==> config.mk <==
export PLATFORM = sky130hd
export DESIGN_NAME = queue_from_two_stacks
export DESIGN_NICKNAME = d
export VERILOG_FILES = /design/src/hw/rtl/qfts_pkg.sv /design/src/hw/rtl/qfts_dp.sv /design/src/hw/rtl/qfts_ctrl.sv /design/src/hw/rtl/queue_from_two_stacks.sv
export SDC_FILE = /design/constraint.sdc
export NUM_CORES = 1
export LEC_CHECK = 0
export ABC_AREA = 1
export BUFFER_PORTS_ARGS = -buffer_cell sky130_fd_sc_hd__buf_2
export CORE_MARGIN = 2
export CORE_UTILIZATION = 40
export CTS_BUF_LIST = sky130_fd_sc_hd__clkbuf_8
export DETAILED_ROUTE_END_ITERATION = 8
export SLEW_MARGIN = 20
export SYNTH_ARGS = -nofsm -noshare
export SYNTH_HDL_FRONTEND = slang
export SYNTH_SLANG_ARGS = --single-unit
==> constraint.sdc <==
create_clock -name clock -period 7.7 [get_ports clock]
set_input_delay 0 -clock clock [delete_from_list [all_inputs] [get_ports clock]]
set_output_delay 0 -clock clock [all_outputs]
set_load 0.01 [all_outputs]
==> src/hw/rtl/qfts_pkg.sv <==
// qfts_pkg: types and codes shared by the two-stack queue modules.
// Used by qfts_ctrl, qfts_dp and queue_from_two_stacks. No dependencies.
`default_nettype none

package qfts_pkg;

   localparam int DataWidth = 32;

   // Result status codes
   typedef enum logic [1:0] {
      ST_ENQ   = 2'd0,
      ST_DEQ   = 2'd1,
      ST_FULL  = 2'd2,
      ST_EMPTY = 2'd3
   } status_type;

   // Request kinds
   typedef enum logic {
      REQ_ENQ = 1'b0,
      REQ_DEQ = 1'b1
   } req_kind_type;

   // Controller to datapath commands
   typedef struct packed {
      logic       req_load;    // capture the incoming beat
      logic       rear_push;   // write request value on rear top
      logic       rear_pop;    // read rear top, decrement rear count
      logic       front_push;  // write moved entry on front top
      logic       front_pop;   // read front top, decrement front count
      logic       out_load;    // load the result register
      status_type out_sel;     // which result to load
   } qfts_cmd_type;

   // Datapath to controller status
   typedef struct packed {
      logic is_deq;
      logic rear_full;
      logic rear_empty;
      logic front_empty;
      logic out_free;
   } qfts_stat_type;

endpackage

`default_nettype wire

==> src/hw/rtl/qfts_dp.sv <==
// qfts_dp: request capture, rear and front stack memories, counts and result register.
// Depends on qfts_pkg. Driven by qfts_ctrl through qfts_cmd_type.
`default_nettype none

module qfts_dp
   import qfts_pkg::*;
#(
   parameter int DEPTH = 16
) (
   input  wire logic                 clock,
   input  wire logic                 reset,
   input  wire logic                 req_type,
   input  wire logic [DataWidth-1:0] req_value,
   input  wire logic                 rsp_ready,
   output logic                      rsp_valid,
   output logic [DataWidth-1:0]      rsp_data,
   output logic [1:0]                rsp_status,
   input  wire qfts_cmd_type         cmd,
   output qfts_stat_type             stat
);

   localparam int AW = $clog2(DEPTH);
   localparam int CW = $clog2(DEPTH + 1);

   // Captured request (payload, no reset)
   logic                 req_type_ff;
   logic [DataWidth-1:0] req_value_ff;

   // Stack storage and registered read data
   logic [DataWidth-1:0] rear_mem  [DEPTH];
   logic [DataWidth-1:0] front_mem [DEPTH];
   logic [DataWidth-1:0] rear_rd_ff;
   logic [DataWidth-1:0] front_rd_ff;

   // Counts
   logic [CW-1:0] rear_cnt_ff, rear_cnt_in;
   logic [CW-1:0] front_cnt_ff, front_cnt_in;
   logic [CW-1:0] rear_dec, front_dec;

   // Result register
   logic                 rsp_valid_ff, rsp_valid_in;
   logic [DataWidth-1:0] rsp_data_ff;
   logic [1:0]           rsp_status_ff;

   assign rear_dec  = rear_cnt_ff - CW'(1);
   assign front_dec = front_cnt_ff - CW'(1);

   // Request capture
   always_ff @(posedge clock) begin
      if (cmd.req_load) begin
         req_type_ff  <= req_type;
         req_value_ff <= req_value;
      end
   end

   // Rear stack memory
   always_ff @(posedge clock) begin
      if (cmd.rear_push) begin
         rear_mem[rear_cnt_ff[AW-1:0]] <= req_value_ff;
      end
      if (cmd.rear_pop) begin
         rear_rd_ff <= rear_mem[rear_dec[AW-1:0]];
      end
   end

   // Front stack memory; moved entries come from the rear read register
   always_ff @(posedge clock) begin
      if (cmd.front_push) begin
         front_mem[front_cnt_ff[AW-1:0]] <= rear_rd_ff;
      end
      if (cmd.front_pop) begin
         front_rd_ff <= front_mem[front_dec[AW-1:0]];
      end
   end

   // Count updates
   always_comb begin
      rear_cnt_in = rear_cnt_ff;
      if (cmd.rear_push) begin
         rear_cnt_in = rear_cnt_ff + CW'(1);
      end else if (cmd.rear_pop) begin
         rear_cnt_in = rear_dec;
      end
      front_cnt_in = front_cnt_ff;
      if (cmd.front_push) begin
         front_cnt_in = front_cnt_ff + CW'(1);
      end else if (cmd.front_pop) begin
         front_cnt_in = front_dec;
      end
   end

   always_ff @(posedge clock) begin
      if (reset) begin
         rear_cnt_ff  <= '0;
         front_cnt_ff <= '0;
      end else begin
         rear_cnt_ff  <= rear_cnt_in;
         front_cnt_ff <= front_cnt_in;
      end
   end

   // Result register: holds a beat until taken
   assign rsp_valid_in = cmd.out_load | (rsp_valid_ff & ~rsp_ready);

   always_ff @(posedge clock) begin
      if (reset) begin
         rsp_valid_ff <= 1'b0;
      end else begin
         rsp_valid_ff <= rsp_valid_in;
      end
   end

   always_ff @(posedge clock) begin
      if (cmd.out_load) begin
         rsp_status_ff <= cmd.out_sel;
         case (cmd.out_sel)
            ST_DEQ:   rsp_data_ff <= front_rd_ff;
            ST_EMPTY: rsp_data_ff <= '1;
            default:  rsp_data_ff <= '0;
         endcase
      end
   end

   assign rsp_valid  = rsp_valid_ff;
   assign rsp_data   = rsp_data_ff;
   assign rsp_status = rsp_status_ff;

   // Status to the controller
   assign stat.is_deq      = (req_type_ff == REQ_DEQ);
   assign stat.rear_full   = (rear_cnt_ff == CW'(DEPTH));
   assign stat.rear_empty  = (rear_cnt_ff == '0);
   assign stat.front_empty = (front_cnt_ff == '0);
   assign stat.out_free    = ~rsp_valid_ff | rsp_ready;

endmodule

`default_nettype wire

==> src/hw/rtl/qfts_ctrl.sv <==
// qfts_ctrl: sequencer for enqueue, rear-to-front transfer and dequeue.
// Depends on qfts_pkg. Commands qfts_dp and reads its status.
`default_nettype none

module qfts_ctrl
   import qfts_pkg::*;
(
   input  wire logic          clock,
   input  wire logic          reset,
   input  wire logic          req_valid,
   output logic               req_ready,
   input  wire qfts_stat_type stat,
   output qfts_cmd_type       cmd
);

   typedef enum logic [5:0] {
      S_IDLE    = 6'b000001,
      S_EXEC    = 6'b000010,
      S_MV_RD   = 6'b000100,
      S_MV_WR   = 6'b001000,
      S_POP_RD  = 6'b010000,
      S_POP_OUT = 6'b100000
   } state_type;

   state_type state_ff, state_in;

   // Next state and commands
   always_comb begin
      state_in    = state_ff;
      cmd         = '0;
      cmd.out_sel = ST_ENQ;
      req_ready   = 1'b0;
      case (state_ff)
         S_IDLE: begin
            req_ready = 1'b1;
            if (req_valid) begin
               cmd.req_load = 1'b1;
               state_in     = S_EXEC;
            end
         end
         S_EXEC: begin
            if (!stat.is_deq) begin
               // enqueue commits together with its result
               if (stat.out_free) begin
                  cmd.out_load = 1'b1;
                  if (stat.rear_full) begin
                     cmd.out_sel = ST_FULL;
                  end else begin
                     cmd.out_sel   = ST_ENQ;
                     cmd.rear_push = 1'b1;
                  end
                  state_in = S_IDLE;
               end
            end else if (stat.rear_empty && stat.front_empty) begin
               if (stat.out_free) begin
                  cmd.out_load = 1'b1;
                  cmd.out_sel  = ST_EMPTY;
                  state_in     = S_IDLE;
               end
            end else if (stat.front_empty) begin
               state_in = S_MV_RD;
            end else begin
               state_in = S_POP_RD;
            end
         end
         S_MV_RD: begin
            cmd.rear_pop = 1'b1;
            state_in     = S_MV_WR;
         end
         S_MV_WR: begin
            cmd.front_push = 1'b1;
            state_in       = stat.rear_empty ? S_POP_RD : S_MV_RD;
         end
         S_POP_RD: begin
            cmd.front_pop = 1'b1;
            state_in      = S_POP_OUT;
         end
         S_POP_OUT: begin
            if (stat.out_free) begin
               cmd.out_load = 1'b1;
               cmd.out_sel  = ST_DEQ;
               state_in     = S_IDLE;
            end
         end
         default: begin
            state_in = S_IDLE;
         end
      endcase
   end

   always_ff @(posedge clock) begin
      if (reset) begin
         state_ff <= S_IDLE;
      end else begin
         state_ff <= state_in;
      end
   end

endmodule

`default_nettype wire

==> src/hw/rtl/queue_from_two_stacks.sv <==
// queue_from_two_stacks: FIFO built from a rear stack and a front stack.
// Depends on qfts_pkg, qfts_ctrl and qfts_dp.
//
//   channel | ports                                  | beat
//   --------+----------------------------------------+----------------------------
//   req     | req_valid req_ready req_type req_value | 0 enqueue value, 1 dequeue
//   rsp     | rsp_valid rsp_ready rsp_data rsp_status | one result per request
//
// Enqueue, full drop and empty dequeue go through capture, then commit.
// A dequeue with entries on the front stack goes through capture, check, read
// and result load; one that finds the front stack empty first moves each rear
// entry by a memory read and a write, as the rear memory has one registered read port.
// Reset clears both counts; the memories are not cleared.
// The result register lets the next request be captured while a result waits;
// a result only stalls the sequencer when the register is still occupied.
`default_nettype none

module queue_from_two_stacks
   import qfts_pkg::*;
#(
   parameter int DEPTH = 16
) (
   input  wire logic                 clock,
   input  wire logic                 reset,
   input  wire logic                 req_valid,
   output logic                      req_ready,
   input  wire logic                 req_type,
   input  wire logic [DataWidth-1:0] req_value,
   output logic                      rsp_valid,
   input  wire logic                 rsp_ready,
   output logic [DataWidth-1:0]      rsp_data,
   output logic [1:0]                rsp_status
);

   qfts_cmd_type  cmd;
   qfts_stat_type stat;

   // Sequencer
   qfts_ctrl u_ctrl (
      .clock     (clock),
      .reset     (reset),
      .req_valid (req_valid),
      .req_ready (req_ready),
      .stat      (stat),
      .cmd       (cmd)
   );

   // Stacks and result register
   qfts_dp #(
      .DEPTH (DEPTH)
   ) u_dp (
      .clock      (clock),
      .reset      (reset),
      .req_type   (req_type),
      .req_value  (req_value),
      .rsp_ready  (rsp_ready),
      .rsp_valid  (rsp_valid),
      .rsp_data   (rsp_data),
      .rsp_status (rsp_status),
      .cmd        (cmd),
      .stat       (stat)
   );

endmodule

`default_nettype wire
==> summary.md, run 1 <==
| Metric | Value |
|---|---|
| Via Count | 27.29k |
| Max stage delay on crit path | 1.00 ns |
| Final period util | 0.5889 |
| Top cells by area, synth | edfxtp_1 (76%), nor2_1 (5.5%), o21ai_0 (5.5%) |
| IO Pins | 73 |
| Placer Congestion | 0.7455 |
| Crit path max fanout | 87 |
| Setup violations, final | 0 |
| Unrepaired setup endpoints after global routing | false |
| Slew @ Worst Pin | 1.162 ns |
| Core Region | 112500 um^2 |
| Final core utilization | 0.4567 |
| CP Capture Type | flip-flop |
| Share of the synthesized area in the top cell type | 0.7637 |
| Nets | 3460 |
| CP top delay family | buffers and inverters |
| CTS Hold Bufs | 72 |
| Critical path's slowest cell | dfxtp_4 |
| Post-route worst setup slack | 3.165 ns |
| Period minus WS final | 4.535 ns |
| Critical-path cell list | inv_6 -> ha_1 -> xnor2_4 -> buf_4 -> clkinv_2 -> buf_4 -> o211ai_1 -> nand2_1 |
| Initial antenna violation count | 6 |
| Most used cell, CP | buf_4 |
| Total die area | 116200 um^2 |
| Post-CTS sizing | 0 |
| Final HPWL DP | 52.40 mm |
| Slew Viols, Final | 0 |
| Worst path required time | 8.26 ns |
| WL/cell | 22.30 um |
| Die H | 340.9 um |
| Achievable frequency | 220.5 MHz |
| # DRC | 0 |
| Register area share after synthesis | 0.7712 |
| Iter 0 DRT Violations | 2910 |
| Vias per cell | 5.403 |
| Commonest non-fill, non-tap cells in the layout | edfxtp_1 (1155), nor2_1 (632), o21ai_0 (498) |
| DRT antenna net count | 0 |
| Worst-path clk slew | 0.07 ns |
| CTS max path bufs | 3 |
| Crit Path Category | reg -> reg |
| Number of cell rows | 123 |
| First-pass GRT wire length | 168.0 mm |
| Cell Area, Synth | 45410 um^2 |
| Setup Skew | 0.03099 ns |
| Total GRT Usage | 0.1927 |
| Max-cap viol count | 0 |
| Worst hold path class | in -> reg |
| # port buffers | 72 |
| Final Hold Viols | 0 |
| Most common cell after layout, fill and taps aside | edfxtp_1 |
| Die Wd | 340.9 um |
| Vias in the first global route | 26.86k |
| FF+latch count, synth | 1172 |
| Worst slack, placed | 3.163 ns |
| Max VDD drop | 0.1357 mV |
| Total gr overflow | 0 |
| Yosys warning count | 0 |
| Worst relative slew slack | 0.2241 |
| P per Cell Area | 249.5 nW/um^2 |
| Final Power | 12.82 mW |
| Critical Path AT | 5.09 ns |
| WL final | 112.7 mm |
| CTS tree | built |
| Router iterations before antenna repair | 6 |
| Placed cell count | 4655 |
| Share of cells above drive strength 1 | 0.1211 |
| Status | finished clean |
| Largest net degree at the start of global routing | 124 |
| CTS root buffer | clkbuf_8 |
| Static Leak | 16.78 nW |
| Fin Setup TNS | 0 ns |
| Post-CTS setup buffer count | 0 |
| Starting density of the core | 0.4037 |
| Leading area contributor after synthesis | edfxtp_1 |
| Num CTS Buffers | 184 |
| Area growth from synthesis to layout | 13.15% |
| CP Launch Type | flip-flop |
| Clk sinks | 1172 |
| Mapped Cells | 3242 |
| Critical path buffer and inverter count | 4 |
| Unique masters post-synth | 34 |
| Post-synth net total | 3289 |
| # H-tree levels | 4 |
| Mean area per synthesized cell | 14.01 um^2 |
| Non-filler cells, final | 5051 |
| Clock Latency Late Sink | 0.82 ns |
## stage by stage
step / hold slack (ns) / instance area [um^2]
after global placement: 0.1782 / 47310
after detailed placement: 0.1781 / 47310
after CTS: 0.01581 / 51380
after floorplan: 0.09887 / 45410
final: 0.1122 / 51380
after global routing: 0.1339 / 51380
## sequential cells by signal (all words and copies together), names as in the netlist
name	flops
u_dp.req_value_ff	32
u_dp.rear_rd_ff	32
u_dp.rsp_valid	1
u_dp.front_rd_ff	32
u_dp.rsp_status	2
u_dp.rear_mem	512
u_dp.rsp_data	32
u_dp.req_type_ff	1
u_dp.rear_cnt_ff	5
u_ctrl.state_ff	6
u_dp.front_mem	512
u_dp.front_cnt_ff	5
## final cells by class
cell class                 instances  area, um^2
fill                            9936       61120
sequential                      1172       35030
multi-input combinational       1809        9428
clock buffer                     189        2601
tap                             1500        1877
timing repair buffer             203        1524
clock inverter                   134       744.5
inverter                          43       175.2
antenna                            1       2.502
## cell usage after synthesis (all sizes together)
cell,instances
ha,10
a21oi,11
nand3,90
dfxtp,17
inv,43
o21ai,519
xnor2,1
o22ai,57
nor3,3
o221ai,113
nand2,164
o211ai,145
edfxtp,1155
nor2,682
nand4,5
buf,130
clkbuf,88
xor2,9
## tightest hold or removal path: stages
cell and delay, ns:
dlygate4sd3_1 0.53, buf_2 0.11, nor2_2 0.09, nand3_1 0.10
a21oi_1 0.06
## metal layers
layer,vias up,routed length (um),GRT usage
met5,-,0,0
met4,0,2111,0.05892
met3,182,7538,0.03080
met2,964,54850,0.3244
met1,13620,48160,0.2573
li1,12530,-,-
## kinds of logic after synthesis
| kind of cell | count (synthesis) | synth area share |
|---|---|---|
| compound gates | 845 | 0.1120 |
| xor+xnor | 10 | 0.002921 |
| fa+ha+maj | 10 | 0.002755 |
| buf+inv | 261 | 0.02788 |
| flops | 1172 | 0.7712 |
| simple gates | 944 | 0.08318 |
## power breakdown
group | internal (mW) | switching (mW) | total [mW]
registers | 7.16 | 0.138 | 7.29
logic | 0.220 | 0.469 | 0.689
clock network | 2.50 | 2.34 | 4.84
## worst paths after layout
| check | startpoint | to | slack [ns] | cells after the start |
|---|---|---|---|---|
| hold reg to reg | u_dp.front_cnt_ff[4]$_SDFFE_PP0P_ | u_dp.front_cnt_ff[4]$_SDFFE_PP0P_ | 0.49 | 2 |
| hold / removal | rsp_ready | u_ctrl.state_ff[1]$_SDFFE_PP0P_ | 0.11 | 5 |
| setup reg to reg | u_dp.front_cnt_ff[0]$_SDFFE_PP0P_ | u_dp.front_rd_ff[8]$_DFFE_PP_ | 3.17 | 8 |
| setup / recovery | u_dp.front_cnt_ff[0]$_SDFFE_PP0P_ | u_dp.front_rd_ff[8]$_DFFE_PP_ | 3.17 | 8 |
No activity file was read; power rests on OpenSTA's default activity.
==> run 2: changes to the inputs <==
- clock period: 7.7 -> 4.6 ns (I/O delays scaled with it)
==> summary.md, run 2 (same netlist as run 1, synthesis figures left out) <==
| Metric | Value |
|---|---|
| Status | finished clean |
| Crit Path Category | reg -> reg |
| Achievable frequency | 273.7 MHz (+24%) |
| Area growth from synthesis to layout | 13.17% (about the same) |
| CTS root buffer | clkbuf_8 |
| Period minus WS final | 3.653 ns (-0.8815 ns) |
| Max-cap viol count | 0 (unchanged) |
| Non-filler cells, final | 5060 (+0.18%) |
| P per Cell Area | 409.8 nW/um^2 (+64%) |
| First-pass GRT wire length | 169.0 mm (+0.56%) |
| Setup violations, final | 0 (unchanged) |
| Max stage delay on crit path | 0.81 ns (-0.19 ns) |
| Most common cell after layout, fill and taps aside | edfxtp_1 |
| Starting density of the core | 0.4037 (unchanged) |
| # DRC | 0 (unchanged) |
| DRT antenna net count | 0 (unchanged) |
| Die Wd | 340.9 um (unchanged) |
| Max VDD drop | 0.2400 mV (+77%) |
| WL final | 112.5 mm (-0.17%) |
| Via Count | 27.27k (-0.062%) |
| Commonest non-fill, non-tap cells in the layout | edfxtp_1 (1155), nor2_1 (632), o21ai_0 (498) |
| Worst path required time | 5.10 ns (-3.16 ns) |
| Clock power frac | 0.364 (-0.013) |
| Unrepaired setup endpoints after global routing | false |
| Switching Fraction | 0.2345 (+0.004979) |
| Worst-case reg-to-reg path depth | 8 (unchanged) |
| Final period util | 0.7941 (+0.2052) |
| # port buffers | 72 (unchanged) |
| Post-CTS setup buffer count | 0 (unchanged) |
| Vias per cell | 5.390 (-0.24%) |
| Final Hold Viols | 0 (unchanged) |
| Number of cell rows | 123 (unchanged) |
| Worst-path clk slew | 0.06 ns (about the same) |
| Placer Congestion | 0.7497 (+0.56%) |
| Most used cell, CP | nand2_1 |
| Switching power total | 4.939 mW (+68%) |
| Worst relative slew slack | 0.2155 (-0.008615) |
| Slew Viols, Final | 0 (unchanged) |
| Static Leak | 16.79 nW (about the same) |
| Num CTS Buffers | 181 (-1.6%) |
| WHS Path Cells | 5 (unchanged) |
| Die H | 340.9 um (unchanged) |
| Critical-path cell list | inv_6 -> ha_4 -> nand3_1 -> nand2_1 -> nor2_1 -> nand2_1 -> nor2_4 -> buf_4 |
| Clk sinks | 1172 (unchanged) |
| IO Pins | 73 (unchanged) |
| CTS tree | built |
| Final HPWL DP | 55.00 mm (+5.0%) |
| Core Region | 112500 um^2 (unchanged) |
| Final core utilization | 0.4568 (about the same) |
| CP Launch Type | flip-flop |
| Total gr overflow | 0 (unchanged) |
| Initial antenna violation count | 1 (-5) |
| Share of cells above drive strength 1 | 0.1200 (-0.001082) |
| Router iterations before antenna repair | 5 (-1) |
| Cell-internal power | 16.12 mW (+63%) |
| Setup Skew | 0.03172 ns (+0.0007338 ns) |
| Nets | 3465 (+0.14%) |
| Hold WS | 0.06595 ns (-0.04625 ns) |
| Comb power frac | 0.056 (+0.002) |
| Total GRT Usage | 0.1922 (-0.0005382) |
| Fin Setup TNS | 0 ns (unchanged) |
| Critical Path AT | 4.16 ns (-0.93 ns) |
| Vias in the first global route | 26.94k (+0.30%) |
| Slew @ Worst Pin | 1.177 ns (+0.01462 ns) |
| Iter 0 DRT Violations | 2895 (-0.52%) |
| Clock Latency Late Sink | 0.82 ns (about the same) |
| Total die area | 116200 um^2 (unchanged) |
| WL/cell | 22.23 um (-0.34%) |
| Reg power frac | 0.580 (+0.011) |
| Worst hold path class | in -> reg |
| CTS max path bufs | 3 (unchanged) |
| Final Power | 21.06 mW (+64%) |
| Largest net degree at the start of global routing | 223 (+80%) |
| Critical path's slowest cell | nor2_4 |
| Post-CTS sizing | 0 (unchanged) |
| # H-tree levels | 4 (unchanged) |
| Crit path max fanout | 94 (+8.0%) |
| CP Capture Type | flip-flop |
| Placed cell count | 4662 (+0.15%) |
-- run 2: per-stage QoR --
step	setup WS, ns	instance area [um^2]
2_1_floorplan	1.154	45410
3_3_place_gp	0.9844	47490
3_5_place_dp	1.002	47490
4_1_cts	0.9644	51340
5_1_grt	0.7384	51390
6_report	0.9470	51390
-- run 2: power groups by stage --
stage / Clock, mW / Sequential [mW] / Combinational, mW
after floorplan: 0 / 12.3 / 0.756
after global placement: 0 / 12.4 / 1.13
after detailed placement: 0 / 12.4 / 1.14
after CTS: 7.84 / 12.2 / 1.19
after global routing: 8.29 / 12.2 / 1.31
final: 7.67 / 12.2 / 1.18
-- run 2: worst paths after layout --
path	startpoint	endpoint	slack, ns
worst min-delay path	reset	u_dp.front_cnt_ff[1]$_SDFFE_PP0P_	0.07
worst min register to register	u_dp.front_cnt_ff[4]$_SDFFE_PP0P_	u_dp.front_cnt_ff[4]$_SDFFE_PP0P_	0.49
worst max-delay path	u_dp.rear_cnt_ff[0]$_SDFFE_PP0P_	u_dp.rear_mem[5][14]$_DFFE_PP_	0.95
worst max register to register	u_dp.rear_cnt_ff[0]$_SDFFE_PP0P_	u_dp.rear_mem[5][14]$_DFFE_PP_	0.95
-- run 2: what timing repair did --
| item | in CTS | in global routing |
|---|---|---|
| endpoints found under the setup margin | 0 | 0 |
| hold endpoints to repair | 84 | 0 |
| hold buffers | 71 | 0 |
-- run 2: layout make-up --
class,count,area (um^2)
clock inverter,133,535.5
multi-input combinational,1809,9428
inverter,43,175.2
tap,1500,1877
sequential,1172,35030
clock buffer,189,2601
antenna,3,7.507
timing repair buffer,211,1739
fill,9973,61100
-- run 2: critical path, delay by kind of cell, from the launching register on --
| kind | cells | cell delay (ns) |
|---|---|---|
| simple gates | 5 | 1.64 |
| fa+ha+maj | 1 | 0.31 |
| buf+inv | 2 | 0.67 |
| flops | 1 | 0.65 |
-- run 2: routing by layer --
layer | GRT usage | share of wire | vias up
met4 | 0.05296 | 0.017 | 0
met1 | 0.2594 | 0.44 | 13660
met2 | 0.3248 | 0.49 | 910
met5 | 0 | 0 | -
met3 | 0.02830 | 0.060 | 165
li1 | - | - | 12540
